--- src/rtl/eled_pkg.sv ---
// shared types and constants for the echo line editor
package eled_pkg;

  localparam int CHAR_W = 8;
  localparam int CFG_W  = 7;
  // a kept line never exceeds 63 characters
  localparam int LEN_W  = 6;
  localparam int LEN_MAX = 63;

  localparam logic [CHAR_W-1:0] CH_BACKSPACE = 8'd8;
  localparam logic [CHAR_W-1:0] CH_RETURN    = 8'd13;
  localparam logic [CFG_W-1:0]  MAX_LINE_RESET = 7'd64;

  typedef enum logic [1:0] {
    SEL_ECHO_CHAR,
    SEL_ECHO_BS,
    SEL_LINE_CHAR,
    SEL_TERM
  } out_sel_t;

  typedef struct packed {
    logic     load_out;
    out_sel_t out_sel;
    logic     wr_en;
    logic     rd_en;
    logic     len_inc;
    logic     len_dec;
    logic     len_clr;
    logic     idx_clr;
    logic     idx_inc;
  } cmd_t;

  typedef struct packed {
    logic is_return;
    logic is_backspace;
    logic len_zero;
    logic room;
    logic idx_last;
    logic slot_free;
  } status_t;

endpackage

--- src/rtl/eled_ram.sv ---
// generic single write port, single read port ram with registered read
module eled_ram #(
  parameter int WIDTH = 8,
  parameter int DEPTH = 64
) (
  input  logic                     clk,
  input  logic                     wr_en,
  input  logic [$clog2(DEPTH)-1:0] wr_addr,
  input  logic [WIDTH-1:0]         wr_data,
  input  logic                     rd_en,
  input  logic [$clog2(DEPTH)-1:0] rd_addr,
  output logic [WIDTH-1:0]         rd_data
);

  logic [WIDTH-1:0] mem [DEPTH];

  always_ff @(posedge clk) begin
    if (wr_en) begin
      mem[wr_addr] <= wr_data;
    end
    if (rd_en) begin
      rd_data <= mem[rd_addr];
    end
  end

endmodule

--- src/rtl/eled_ctrl.sv ---
// controller state machine for the echo line editor
module eled_ctrl (
  input  logic              clk,
  input  logic              rst,
  input  logic              in_valid,
  output logic              in_stall,
  input  eled_pkg::status_t status,
  output eled_pkg::cmd_t    cmd
);

  typedef enum logic [1:0] {
    ST_IDLE,
    ST_READ,
    ST_LOAD,
    ST_TERM
  } state_t;

  state_t state;
  state_t state_next;
  logic   take;

  assign in_stall = !((state == ST_IDLE) && status.slot_free);
  assign take     = in_valid && !in_stall;

  always_comb begin
    cmd        = '0;
    cmd.out_sel = eled_pkg::SEL_ECHO_CHAR;
    state_next = state;
    unique case (state)
      ST_IDLE: begin
        if (take) begin
          if (status.is_return) begin
            if (status.len_zero) begin
              cmd.load_out = 1'b1;
              cmd.out_sel  = eled_pkg::SEL_TERM;
              cmd.len_clr  = 1'b1;
            end else begin
              cmd.idx_clr = 1'b1;
              state_next  = ST_READ;
            end
          end else if (status.is_backspace) begin
            if (!status.len_zero) begin
              cmd.load_out = 1'b1;
              cmd.out_sel  = eled_pkg::SEL_ECHO_BS;
              cmd.len_dec  = 1'b1;
            end
          end else if (status.room) begin
            cmd.load_out = 1'b1;
            cmd.out_sel  = eled_pkg::SEL_ECHO_CHAR;
            cmd.wr_en    = 1'b1;
            cmd.len_inc  = 1'b1;
          end
        end
      end
      ST_READ: begin
        cmd.rd_en  = 1'b1;
        state_next = ST_LOAD;
      end
      ST_LOAD: begin
        if (status.slot_free) begin
          cmd.load_out = 1'b1;
          cmd.out_sel  = eled_pkg::SEL_LINE_CHAR;
          cmd.idx_inc  = 1'b1;
          state_next   = status.idx_last ? ST_TERM : ST_READ;
        end
      end
      ST_TERM: begin
        if (status.slot_free) begin
          cmd.load_out = 1'b1;
          cmd.out_sel  = eled_pkg::SEL_TERM;
          cmd.len_clr  = 1'b1;
          state_next   = ST_IDLE;
        end
      end
      default: begin
        state_next = ST_IDLE;
      end
    endcase
  end

  always_ff @(posedge clk) begin
    if (rst) begin
      state <= ST_IDLE;
    end else begin
      state <= state_next;
    end
  end

endmodule

--- src/rtl/eled_dp.sv ---
// datapath: line store, length, read index, capacity register and output register
module eled_dp #(
  parameter int LINE_DEPTH = 64
) (
  input  logic                             clk,
  input  logic                             rst,
  input  logic [eled_pkg::CHAR_W-1:0]      rx_char,
  input  logic                             cfg_valid,
  output logic                             cfg_ready,
  input  logic [eled_pkg::CFG_W-1:0]       max_line,
  output logic                             out_valid,
  input  logic                             out_stall,
  output logic                             out_kind,
  output logic [eled_pkg::CHAR_W-1:0]      out_byte,
  output logic                             out_last,
  input  eled_pkg::cmd_t                   cmd,
  output eled_pkg::status_t                status
);

  localparam int AW = $clog2(LINE_DEPTH);
  localparam int LW = eled_pkg::LEN_W;
  localparam int CW = eled_pkg::CFG_W;
  localparam int CAP_LIMIT =
    (LINE_DEPTH - 1 < eled_pkg::LEN_MAX) ? LINE_DEPTH - 1 : eled_pkg::LEN_MAX;

  logic [CW-1:0]                   line_cap_cfg;
  logic [LW-1:0]                   len;
  logic [LW-1:0]                   idx;
  logic [CW-1:0]                   cap;
  logic [CW-1:0]                   cap_raw;
  logic [AW+LW-1:0]                wr_ext;
  logic [AW+LW-1:0]                rd_ext;
  logic [AW-1:0]                   wr_addr;
  logic [AW-1:0]                   rd_addr;
  logic [eled_pkg::CHAR_W-1:0]     rd_data;
  logic                            out_take;

  assign cfg_ready = 1'b1;

  always_ff @(posedge clk) begin
    if (rst) begin
      line_cap_cfg <= eled_pkg::MAX_LINE_RESET;
    end else if (cfg_valid) begin
      line_cap_cfg <= max_line;
    end
  end

  // capacity: min(max_line - 1, depth - 1, 63)
  always_comb begin
    cap_raw = (line_cap_cfg == '0) ? '0 : line_cap_cfg - CW'(1);
    cap     = (cap_raw > CW'(CAP_LIMIT)) ? CW'(CAP_LIMIT) : cap_raw;
  end

  assign wr_ext  = {{AW{1'b0}}, len};
  assign rd_ext  = {{AW{1'b0}}, idx};
  assign wr_addr = wr_ext[AW-1:0];
  assign rd_addr = rd_ext[AW-1:0];

  eled_ram #(
    .WIDTH (eled_pkg::CHAR_W),
    .DEPTH (LINE_DEPTH)
  ) u_store (
    .clk     (clk),
    .wr_en   (cmd.wr_en),
    .wr_addr (wr_addr),
    .wr_data (rx_char),
    .rd_en   (cmd.rd_en),
    .rd_addr (rd_addr),
    .rd_data (rd_data)
  );

  always_ff @(posedge clk) begin
    if (rst) begin
      len <= '0;
    end else if (cmd.len_clr) begin
      len <= '0;
    end else if (cmd.len_inc) begin
      len <= len + LW'(1);
    end else if (cmd.len_dec) begin
      len <= len - LW'(1);
    end
  end

  always_ff @(posedge clk) begin
    if (rst) begin
      idx <= '0;
    end else if (cmd.idx_clr) begin
      idx <= '0;
    end else if (cmd.idx_inc) begin
      idx <= idx + LW'(1);
    end
  end

  assign out_take = out_valid && !out_stall;

  always_ff @(posedge clk) begin
    if (rst) begin
      out_valid <= 1'b0;
    end else if (cmd.load_out) begin
      out_valid <= 1'b1;
    end else if (out_take) begin
      out_valid <= 1'b0;
    end
  end

  always_ff @(posedge clk) begin
    if (cmd.load_out) begin
      case (cmd.out_sel)
        eled_pkg::SEL_ECHO_CHAR: begin
          out_kind <= 1'b0;
          out_byte <= rx_char;
          out_last <= 1'b0;
        end
        eled_pkg::SEL_ECHO_BS: begin
          out_kind <= 1'b0;
          out_byte <= eled_pkg::CH_BACKSPACE;
          out_last <= 1'b0;
        end
        eled_pkg::SEL_LINE_CHAR: begin
          out_kind <= 1'b1;
          out_byte <= rd_data;
          out_last <= 1'b0;
        end
        default: begin
          out_kind <= 1'b1;
          out_byte <= '0;
          out_last <= 1'b1;
        end
      endcase
    end
  end

  assign status.is_return    = (rx_char == eled_pkg::CH_RETURN);
  assign status.is_backspace = (rx_char == eled_pkg::CH_BACKSPACE);
  assign status.len_zero     = (len == '0);
  assign status.room         = ({1'b0, len} < cap);
  assign status.idx_last     = (({1'b0, idx} + (LW+1)'(1)) == {1'b0, len});
  assign status.slot_free    = !out_valid || !out_stall;

endmodule

--- src/rtl/echo_line_editor_unit.sv ---
// top level of the echo line editor
// Terminal line input: each received character that fits is echoed and kept in
// the line store, a backspace on a non-empty line removes the last kept
// character and echoes a backspace, and a carriage return sends the kept line
// followed by a zero terminator marked last. After an ordinary character or
// backspace a new request is taken in the next cycle while the output register
// is free or being drained. A carriage return on a non-empty line stalls input
// until the line and terminator are sent: the line store has one registered
// read port, so each stored character passes through a read state and a load
// state. A carriage return on an empty line sends the terminator directly. The
// store needs no clearing after reset; the capacity register may be written at
// any time the block is idle and is always ready.
module echo_line_editor_unit #(
  parameter int LINE_DEPTH = 64
) (
  input  logic                        clk,
  input  logic                        rst,
  input  logic                        in_valid,
  output logic                        in_stall,
  input  logic [eled_pkg::CHAR_W-1:0] rx_char,
  output logic                        out_valid,
  input  logic                        out_stall,
  output logic                        out_kind,
  output logic [eled_pkg::CHAR_W-1:0] out_byte,
  output logic                        out_last,
  input  logic                        cfg_valid,
  output logic                        cfg_ready,
  input  logic [eled_pkg::CFG_W-1:0]  max_line
);

  eled_pkg::cmd_t    cmd;
  eled_pkg::status_t status;

  eled_ctrl u_ctrl (
    .clk      (clk),
    .rst      (rst),
    .in_valid (in_valid),
    .in_stall (in_stall),
    .status   (status),
    .cmd      (cmd)
  );

  eled_dp #(
    .LINE_DEPTH (LINE_DEPTH)
  ) u_dp (
    .clk       (clk),
    .rst       (rst),
    .rx_char   (rx_char),
    .cfg_valid (cfg_valid),
    .cfg_ready (cfg_ready),
    .max_line  (max_line),
    .out_valid (out_valid),
    .out_stall (out_stall),
    .out_kind  (out_kind),
    .out_byte  (out_byte),
    .out_last  (out_last),
    .cmd       (cmd),
    .status    (status)
  );

endmodule

--- config.mk ---
export PLATFORM = sky130hd
export DESIGN_NAME = echo_line_editor_unit
export DESIGN_NICKNAME = d
export VERILOG_FILES = /design/src/rtl/eled_pkg.sv /design/src/rtl/eled_ram.sv /design/src/rtl/eled_ctrl.sv /design/src/rtl/eled_dp.sv /design/src/rtl/echo_line_editor_unit.sv
export SDC_FILE = /design/constraint.sdc
export NUM_CORES = 1
export LEC_CHECK = 0
export BUFFER_PORTS_ARGS = -buffer_cell sky130_fd_sc_hd__buf_4
export CAP_MARGIN = 25
export CORE_AREA = 2 2 338 173
export DETAILED_ROUTE_END_ITERATION = 8
export DIE_AREA = 0 0 340 175
export PLACE_DENSITY = 0.64
export RECOVER_POWER = 50
export SLEW_MARGIN = 20
export SYNTH_ARGS = -nofsm -noshare
export SYNTH_HDL_FRONTEND = slang
export SYNTH_SLANG_ARGS = --single-unit
--- constraint.sdc ---
create_clock -name clk -period 4.7 [get_ports clk]
set_input_delay 0 -clock clk [delete_from_list [all_inputs] [get_ports clk]]
set_output_delay 0 -clock clk [all_outputs]
set_load 0.01 [all_outputs]
==> results of run 1 <==
kinds of logic (layout without fill, tap and decap cells):
family          count (synthesis)  after routing  synth area share (%)
flops                         552            552                  72.9
simple gates                  224            224                  4.90
mux                           187            187                  14.1
compound gates                141            141                  4.41
buf+inv                        85            224                  1.81
xor+xnor                       22             22                 0.859
fa+ha+maj                      18             18                  1.04
other cells                     1              2                0.0167
synth_stat cells, drive strengths merged, types with 6 or more instances:
master,number
nor3,8
a22o,7
a211oi,16
buf,48
a21o,9
nand2,35
a21oi,25
o22ai,10
a31oi,8
mux4,102
o21ai,12
inv,11
xor2,9
nor2b,21
a22oi,28
xnor2,13
ha,17
clkbuf,26
mux2i,81
a221oi,7
nand3,24
dfxtp,22
a2111oi,6
or3,8
edfxtp,530
nor2,104
metal layers:
metal  vias up  routed length [um]  track usage, %
li1       5139                   -               -
met1      6199               25800            29.6
met2       606               21600            23.9
met3        56                7310            7.57
met4         4                 551            2.60
met5         -                 165            2.08
metrics by stage:
step / worst slack (ps) / power (mW) / std cells
after floorplan: 996 / 6.39 / 1230
after global placement: 568 / 6.85 / 2029
after detailed placement: 455 / 6.87 / 2030
after CTS: 426 / 10.7 / 2137
after global routing: 157 / 11.0 / 2137
final: 355 / 10.7 / 2138
flip-flops by register name, indices dropped and copies added (netlist names):
register	count
u_dp.out_byte	8
u_dp.u_store.rd_data	8
u_dp.idx	6
u_dp.len	6
u_dp.out_last	1
u_dp.out_kind	1
u_ctrl.state	2
u_dp.out_valid	1
u_dp.u_store.mem	512
u_dp.line_cap_cfg	7
final timing paths:
path / slack (ps) / start / cells past startpoint / to
max: 350 / u_dp.line_cap_cfg[2]$_SDFFE_PP0P_ / 13 / u_dp.u_store.mem[23][1]$_DFFE_PP_
min: 90 / in_valid / 6 / u_dp.len[5]$_SDFFE_PP0P_
max reg2reg: 350 / u_dp.line_cap_cfg[2]$_SDFFE_PP0P_ / 13 / u_dp.u_store.mem[23][1]$_DFFE_PP_
min reg2reg: 550 / u_dp.u_store.rd_data[2]$_DFFE_PN_ / 1 / u_dp.out_byte[2]$_DFFE_PP_
repair_timing:
action | CTS | global route
hold endpoints to repair | 30 | 0
hold buffers | 22 | 0
setup buffers | 0 | 0
final cells by class:
class	count	area, um^2
antenna	1	2.50
clock buffer	58	1220
clock inverter	27	274
fill	4805	31100
inverter	11	41.3
multi-input combinational	593	5690
sequential	552	16400
tap	768	961
timing repair buffer	128	940
cell usage in the layout, fill, tap and decap left out, types with 3 or more instances in the layout:
cell type      count
a22oi_1           28
dlygate4sd3_1     22
or4_1              5
xnor2_1           13
clkbuf_16         47
clkinvlp_4         5
nand3_1           24
o21ai_0           10
nand2_1           34
clkbuf_1          38
nor2_1            96
mux2i_1           81
ha_1              17
nor3_1             8
edfxtp_1         530
xor2_1             9
bufinv_16          5
a21oi_1           24
buf_4             76
a31oi_1            8
mux4_2           102
nor2_2             8
nand2b_1           3
or3_1              8
inv_1             11
a22o_1             7
clkinv_2           6
a21o_1             9
a211oi_1          16
nor2b_1           21
o22ai_1           10
a221oi_1           7
mux2_2             4
clkinv_1           8
a2111oi_0          6
nand3b_1           3
dfxtp_1           19
tightest hold or removal path, delay by kind of cell:
kind	cells	cell delay [ps]
AO/OA/AOI/OAI	1	160
XOR/XNOR	1	80
buffers and inverters	1	120
AND/OR/NAND/NOR	3	270
where the power goes:
part           total [mW]  switching [mW]  internal, mW
clock network        3.89            1.77          2.12
registers            5.71           0.114          5.59
logic                1.08           0.705         0.376
total                10.7            2.59          8.09
==> reports/metrics.yaml, run 1 <==
ant_nets: 0
finalCoreUtilization_pct: 45.1
ys_types: 60
synth_seq_cells: 552
drive_above_1_share_pct: 19.9
drt_iter0_drc: 1650
cts.sinks: 552
ys.flop_type: "edfxtp_1"
whs_ps: 85.8
yosysSeqAreaShare_pct: 72.9
irDropWorstVdd_uv: 311
post_drt_wl_per_cell_um: 25.9
cp.buffers_inverters: 0
timing.final.crit_share_pct: 92.5
grtUsageTotal_pct: 18.7
crit_path_start_kind: "flip-flop"
status: "finished with violations"
clk_path_buf_depth: 3
start_util_pct: 39.7
cp.arrival_ps: 4560
finClkSkew_ps: 26.9
critPathTopFamily: "simple AND/OR/NAND/NOR gates"
rsz0062_at_grt: "no"
num_vias: 12004
fin_setup_tns_ps: 0
io_buffers: 31
endpoint_kind: "flip-flop"
vias_per_cell: 5.61
clk_pin_slew_worst_paths_ps: 70
drt_wl_total_mm: 55.5
fmax_ghz: 0.230
die_w_um: 340
grt_remaining_overflow: 0
synth_top_area_share_pct: 70.9
slew_violations: 514
cpMaxStageDelayCell: "or3_1"
syn_nets: 1268
io_pins: 33
dp.final_hpwl_mm: 35.3
synthArstFlopShare_pct: 0
grt_first_pass_wirelength_mm: 81.4
rows: 62
antenna_found_initial: 1
cts-root-buf: "clkbuf_16"
synth_edf_count: 530
yosysWarnings: 0
hold_viol: 0
crit_chain: "or3_1, nor3_1, xnor2_1, nand3_1, a21oi_1, a21o_1, ha_1, nand3_1, o22ai_1, nor4b_4, nand2_2, or3_1, nor2_1"
numCtsBuffers: 46
path_class: "reg2reg"
placed_cell_area_um2: 23900
power-per-cell-area_nw_per_um2: 419
crit_path_max_fanout: 15
syn_avg_cell_area_um2: 18.2
drt-pass1-iter-count: 7
cpPeakStageDelay_ps: 700
grt_start_max_net_pins: 77
yosys.area.top_type: "edfxtp_1"
required_ps: 4910
p_leak_nw: 7.83
setup_violations: 0
grt_pass1_vias: 11658
tightest_slew_ps: 3530
post_cts_resized: 0
syn_inst: 1230
insertion_delay_ps: 590
area_delta_synth_final_pct: 13.6
nets: 1370
max_cap_violations: 8
hold_class: "in2reg"
period_needed_ps: 4350
finalInstanceArea_um2: 25500
die-area_um2: 59500
violations: "capacitance limit, slew limit"
gp_congestion: 0.885
fp.dieH_um: 175
synth_area_leaders: "edfxtp_1 (71%), mux4_2 (10%), mux2i_1 (3.6%)"
htreeDepth: 2
syn_area_um2: 22400
slew_headroom_pct: -136
core-area_um2: 56600
cts_tree: "done"
drc: 0
(Power assumes the default switching activity.)
==> run 2, diff against run 1 <==
--- a/config.mk
+++ b/config.mk
@@ -10,6 +10,7 @@
 export CORE_AREA = 2 2 338 173
 export DETAILED_ROUTE_END_ITERATION = 8
 export DIE_AREA = 0 0 340 175
+export MAX_ROUTING_LAYER = met4
 export PLACE_DENSITY = 0.64
 export RECOVER_POWER = 50
 export SLEW_MARGIN = 20
==> reports/metrics.yaml, run 2 (synthesis results as in run 1) <==
fmax_ghz: 0.231
grt_pass1_vias: 11619
drc: 0
crit_path_start_kind: "flip-flop"
endpoint_kind: "flip-flop"
numCtsBuffers: 46
clk_pin_slew_worst_paths_ps: 70
largest_reg_flops: 512
core-area_um2: 56600
grt_first_pass_wirelength_mm: 81.5
irDropWorstVdd_uv: 309
crit_path_max_fanout: 15
fp.dieH_um: 175
grtUsageTotal_pct: 19.3
timing.final.crit_share_pct: 92.2
rows: 62
cpMaxStageDelayCell: "or3_1"
antenna_cells: 0
hold_viol: 0
p_sw_mw: 2.58
cpPeakStageDelay_ps: 700
rr_worst_depth: 13
power-per-cell-area_nw_per_um2: 419
crit_path_end: "u_dp.u_store.mem[55][1]$_DFFE_PP_"
period_needed_ps: 4330
path_class: "reg2reg"
cts_tree: "done"
status: "finished with violations"
swShare_pct: 24.2
slew_headroom_pct: -134
combPwrFrac_pct: 10.1
setup_violations: 0
most-common-layout-cells: "edfxtp_1 (530), mux4_2 (102), nor2_1 (96), mux2i_1 (81), buf_4 (76)"
cp.arrival_ps: 4530
fin_setup_tns_ps: 0
vias_per_cell: 5.67
die_w_um: 340
clk_path_buf_depth: 3
post-place-cells: 2030
post_cts_resized: 0
dp.final_hpwl_mm: 35.3
io_pins: 33
pwr-share-seq_pct: 53.5
num_vias: 12115
slew_violations: 514
clock_power_share_pct: 36.4
p_leak_nw: 7.83
drt-pass1-iter-count: 5
insertion_delay_ps: 590
grt_remaining_overflow: 0
post_drt_wl_per_cell_um: 25.9
io_buffers: 31
gp_congestion: 0.899
required_ps: 4900
r2r_start: "u_dp.line_cap_cfg[2]$_SDFFE_PP0P_"
finClkSkew_ps: 22.8
crit_start: "u_dp.line_cap_cfg[2]$_SDFFE_PP0P_"
tightest_slew_ps: 3510
rsz0062_at_grt: "no"
area_delta_synth_final_pct: 13.6
drive_above_1_share_pct: 19.9
r2r_end: "u_dp.u_store.mem[55][1]$_DFFE_PP_"
cts.sinks: 552
drt_iter0_drc: 1666
pre_cts_ws_ps: 455
grt_start_max_net_pins: 77
cts-root-buf: "clkbuf_16"
reg_top3: "u_dp.u_store.mem: 512 flops, u_dp.out_byte: 8 flops, u_dp.u_store.rd_data: 8 flops"
antenna_found_initial: 0
ant_nets: 0
htreeDepth: 2
max_cap_violations: 8
start_util_pct: 39.7
hold_class: "in2reg"
drt_wl_total_mm: 55.5
crit_chain: "or3_1, nor3_1, xnor2_1, nand3_1, a21oi_1, a21o_1, ha_1, nand3_1, o22ai_1, nor4b_4, nand2_2, or3_1, nor2_1"
violations: "capacitance limit, slew limit"
ff2ff_setup_slack_ps: 370
max_flop_register: "u_dp.u_store.mem"
final_common_cell: "edfxtp_1"
die-area_um2: 59500
timing.final.ws_setup_ps: 368
final_cell_count_no_fill: 2137
internal_power_mw: 8.09
nets: 1370
[run 2: layout make-up]
cell class | count | area (um^2)
Clock inverter | 27 | 274
Inverter | 11 | 41.3
Fill cell | 4806 | 31100
Multi-Input combinational cell | 593 | 5690
Clock buffer | 58 | 1220
Sequential cell | 552 | 16400
Tap cell | 768 | 961
Timing Repair Buffer | 128 | 940
[run 2: metrics by stage]
stage	power [mW]	instance area [um^2]	hold slack, ps	util, %
2_1_floorplan	6.39	22400	98.9	-
6_report	10.7	25500	91.5	45.1
5_1_grt	11.0	25500	129	45.1
3_3_place_gp	6.85	23900	222	42.2
3_5_place_dp	6.87	23900	224	42.2
4_1_cts	10.7	25600	65.5	45.2
[run 2: what timing repair did]
action                                 4_1_cts  5_1_grt
setup buffers                                0        0
hold buffers                                22        0
endpoints found under the hold margin       30        0
[run 2: worst min path at each step]
stage                start                           endpoint  cells past startpoint
2_1_floorplan   rx_char[0]   u_dp.u_store.mem[0][0]$_DFFE_PP_                      0
3_3_place_gp   max_line[6]  u_dp.line_cap_cfg[6]$_SDFFE_PP1P_                      3
3_5_place_dp   max_line[6]  u_dp.line_cap_cfg[6]$_SDFFE_PP1P_                      3
4_1_cts           in_valid           u_dp.len[5]$_SDFFE_PP0P_                      6
5_1_grt           in_valid           u_dp.len[5]$_SDFFE_PP0P_                      6
6_report          in_valid           u_dp.len[5]$_SDFFE_PP0P_                      6
[run 2: power by group through the flow]
stage / clock, mW / sequential [mW] / combinational, mW
finish: 3.89 / 5.71 / 1.08
floorplan: 0 / 5.75 / 0.638
global route: 4.14 / 5.72 / 1.16
CTS: 3.93 / 5.69 / 1.09
detailed placement: 0 / 5.80 / 1.07
global placement: 0 / 5.80 / 1.06
[run 2: layer usage]
metal	global-route usage (%)	wire length [um]
met1	30.8	26500
met2	23.9	21700
met3	6.28	6750
met4	2.49	502
met5	-	0
[run 2: critical path, delay by kind of cell, from the launching register on]
kind                     cells  cell delay, ps
flip-flops                   1             390
XOR/XNOR                     1             180
adder cells (fa/ha/maj)      1             240
AO/OA/AOI/OAI                3             470
AND/OR/NAND/NOR              8            2690
==> run 3, diff against run 2 <==
--- a/config.mk
+++ b/config.mk
@@ -7,13 +7,14 @@
 export LEC_CHECK = 0
 export BUFFER_PORTS_ARGS = -buffer_cell sky130_fd_sc_hd__buf_4
 export CAP_MARGIN = 25
-export CORE_AREA = 2 2 338 173
+export CORE_AREA = 2 2 289 148
 export DETAILED_ROUTE_END_ITERATION = 8
-export DIE_AREA = 0 0 340 175
+export DIE_AREA = 0 0 291 150
 export MAX_ROUTING_LAYER = met4
-export PLACE_DENSITY = 0.64
+export PLACE_DENSITY = 0.8
 export RECOVER_POWER = 50
 export SLEW_MARGIN = 20
 export SYNTH_ARGS = -nofsm -noshare
 export SYNTH_HDL_FRONTEND = slang
+export SYNTH_HIERARCHICAL = 1
 export SYNTH_SLANG_ARGS = --single-unit
==> reports/metrics.yaml, run 3 <==
finalPower_mw: 10.8
grt_first_pass_wirelength_mm: 81.9
violations: "capacitance limit, slew limit"
slew_headroom_pct: -120
rsz0062_at_grt: "no"
r2r_end: "u_dp/len[5]$_SDFFE_PP0P_"
syn_area_um2: 22400
yosys.area.top_type: "edfxtp_1"
insertion_delay_ps: 580
crit_path_end: "u_dp/len[5]$_SDFFE_PP0P_"
grt_remaining_overflow: 0
start_util_pct: 54.3
num_vias: 12619
ant_nets: 0
finalInstanceArea_um2: 25600
hold_class: "in2reg"
cts_tree: "done"
p_sw_mw: 2.69
max_flop_register: "u_dp/u_store/mem"
period_needed_ps: 4490
synth_seq_cells: 552
status: "finished with violations"
pwr-share-seq_pct: 52.4
gp_congestion: 0.929
largest_reg_flops: 512
drt_iter0_drc: 2009
rr_worst_depth: 18
syn_avg_cell_area_um2: 18.9
combPwrFrac_pct: 11.9
p_leak_nw: 8.01
internal_power_mw: 8.15
slew_violations: 496
syn_inst: 1186
die_w_um: 291
ys.flop_type: "edfxtp_1"
cts.sinks: 552
timing.final.crit_share_pct: 95.4
synth_edf_count: 530
die-area_um2: 43700
most-common-layout-cells: "edfxtp_1 (530), mux4_2 (126), nor2_1 (116), buf_4 (108), clkbuf_16 (45)"
final_common_cell: "edfxtp_1"
synth_top_area_share_pct: 70.9
rows: 53
finClkSkew_ps: 13.7
post_drt_wl_per_cell_um: 29.1
cts-root-buf: "clkbuf_16"
drive_above_1_share_pct: 24.8
drt_wl_total_mm: 56.2
pre_cts_ws_ps: 208
power-per-cell-area_nw_per_um2: 424
endpoint_kind: "flip-flop"
syn_nets: 1223
yosysWarnings: 6
seqCellArea_um2: 16400
ys_types: 72
nets: 1379
reg_top3: "u_dp/u_store/mem: 512 flops, u_dp/out_byte: 8 flops, u_dp/u_store/rd_data: 8 flops"
r2r_start: "u_dp/line_cap_cfg[0]$_SDFFE_PP0P_"
crit_start: "u_dp/line_cap_cfg[0]$_SDFFE_PP0P_"
htreeDepth: 2
ff2ff_setup_slack_ps: 210
yosysSeqAreaShare_pct: 72.9
placed_cell_area_um2: 23900
io_buffers: 31
grtUsageTotal_pct: 27.0
grt_start_max_net_pins: 69
path_class: "reg2reg"
max_cap_violations: 9
fp.dieH_um: 150
dp.final_hpwl_mm: 35.3
multi_input_area_um2: 5680
crit_path_start_kind: "flip-flop"
required_ps: 5170
drt-pass1-iter-count: 6
timing.final.ws_setup_ps: 215
cp.arrival_ps: 4950
swShare_pct: 24.8
clk_pin_slew_worst_paths_ps: 70
crit_path_max_fanout: 7
synth_area_leaders: "edfxtp_1 (71%), mux4_2 (13%), dfxtp_1 (2.0%)"
clk_path_buf_depth: 3
setup_violations: 0
vias_per_cell: 6.54
core-area_um2: 41300
numCtsBuffers: 45
drc: 0
antenna_found_initial: 2
fmax_ghz: 0.223
fillers: 2831
clock_power_share_pct: 35.6
irDropWorstVdd_uv: 330
hold_viol: 0
fin_setup_tns_ps: 0
io_pins: 33
tightest_slew_ps: 3290
grt_pass1_vias: 12070
synth.most_common_cell: "edfxtp_1"
synthArstFlopShare_pct: 0
area_delta_synth_final_pct: 14.0
synth_commonest_cells: "edfxtp_1 (530), mux4_2 (126), nor2_1 (116), mux2i_1 (38), nand2_1 (35)"
-- run 3: repair_timing --
item | 4_1_cts | 5_1_grt
setup endpoints to repair | 0 | 51
endpoints found under the hold margin | 55 | 0
hold buffers | 28 | 0
setup buffers | 0 | 0
resized for setup | 0 | 3
-- run 3: per-layer routing --
layer | routed length [um] | up-vias | track usage, % | part of all wire [%]
met5 | 0 | - | - | 0
met4 | 733 | 0 | 4.33 | 1.3
met3 | 8240 | 88 | 7.92 | 15
met2 | 23100 | 954 | 35.4 | 41
met1 | 24100 | 6463 | 42.2 | 43
li1 | - | 5114 | - | -
-- run 3: cell type report --
| class | instances | area share (%) |
|---|---|---|
| antenna | 2 | 0.0196 |
| clock buffer | 57 | 4.58 |
| clock inverter | 25 | 1.19 |
| inverter | 11 | 0.176 |
| multi-input combinational | 560 | 22.2 |
| sequential | 552 | 64.0 |
| tap | 550 | 2.69 |
| timing repair buffer | 172 | 5.15 |
-- run 3: per-stage QoR --
stage | hold WS (ps) | utilization (%) | std cells
after floorplan | 78.7 | - | 1186
after global placement | 222 | 57.8 | 1815
after detailed placement | 236 | 57.8 | 1815
after CTS | 45.7 | 62.0 | 1925
after global routing | 318 | 61.9 | 1928
final | 281 | 61.9 | 1929
-- run 3: logic make-up after synthesis --
logic type / after synthesis / share of synthesized area [%]
DFF: 552 / 72.9
other: 1 / 0.0167
adders and majority gates: 17 / 0.981
and+or+nand+nor: 245 / 5.17
AOI/OAI and AO/OA: 102 / 3.38
buffers and inverters: 74 / 1.88
muxes: 177 / 15.0
xor gates and xnor gates: 18 / 0.702
-- run 3: how the worst min path moves through the flow --
stage / cells past startpoint / to / slack (ps) / startpoint
after detailed placement: 3 / u_dp/line_cap_cfg[6]$_SDFFE_PP1P_ / 240 / max_line[6]
after CTS: 2 / u_dp/u_store/mem[10][5]$_DFFE_PP_ / 50 / rx_char[5]
after global placement: 3 / u_dp/line_cap_cfg[6]$_SDFFE_PP1P_ / 220 / max_line[6]
final: 3 / u_ctrl/state[0]$_SDFFE_PP0P_ / 280 / rst
after global routing: 3 / u_ctrl/state[0]$_SDFFE_PP0P_ / 320 / rst
after floorplan: 1 / u_ctrl/state[0]$_SDFFE_PP0P_ / 80 / rst
-- run 3: power groups by stage --
| stage | combinational [mW] | sequential, mW | clock [mW] |
|---|---|---|---|
| final | 1.29 | 5.68 | 3.86 |
| after global routing | 1.38 | 5.69 | 4.10 |
| after CTS | 1.28 | 5.67 | 3.91 |
| after detailed placement | 1.24 | 5.77 | 0 |
| after global placement | 1.21 | 5.77 | 0 |
| after floorplan | 0.707 | 5.78 | 0 |
-- run 3: critical path, stage by stage (launching register included) --
cell	delay [ps]
dfxtp_1	330
inv_1	100
ha_1	200
or3b_1	420
xnor2_1	150
o21ai_0	250
ha_1	310
a21o_1	160
a21oi_1	150
o21ai_0	100
a21oi_1	110
or4b_4	500
clkinvlp_4	140
inv_1	140
ha_1	340
a211o_1	340
a2111oi_4	370
o31a_1	210
nor3_2	40
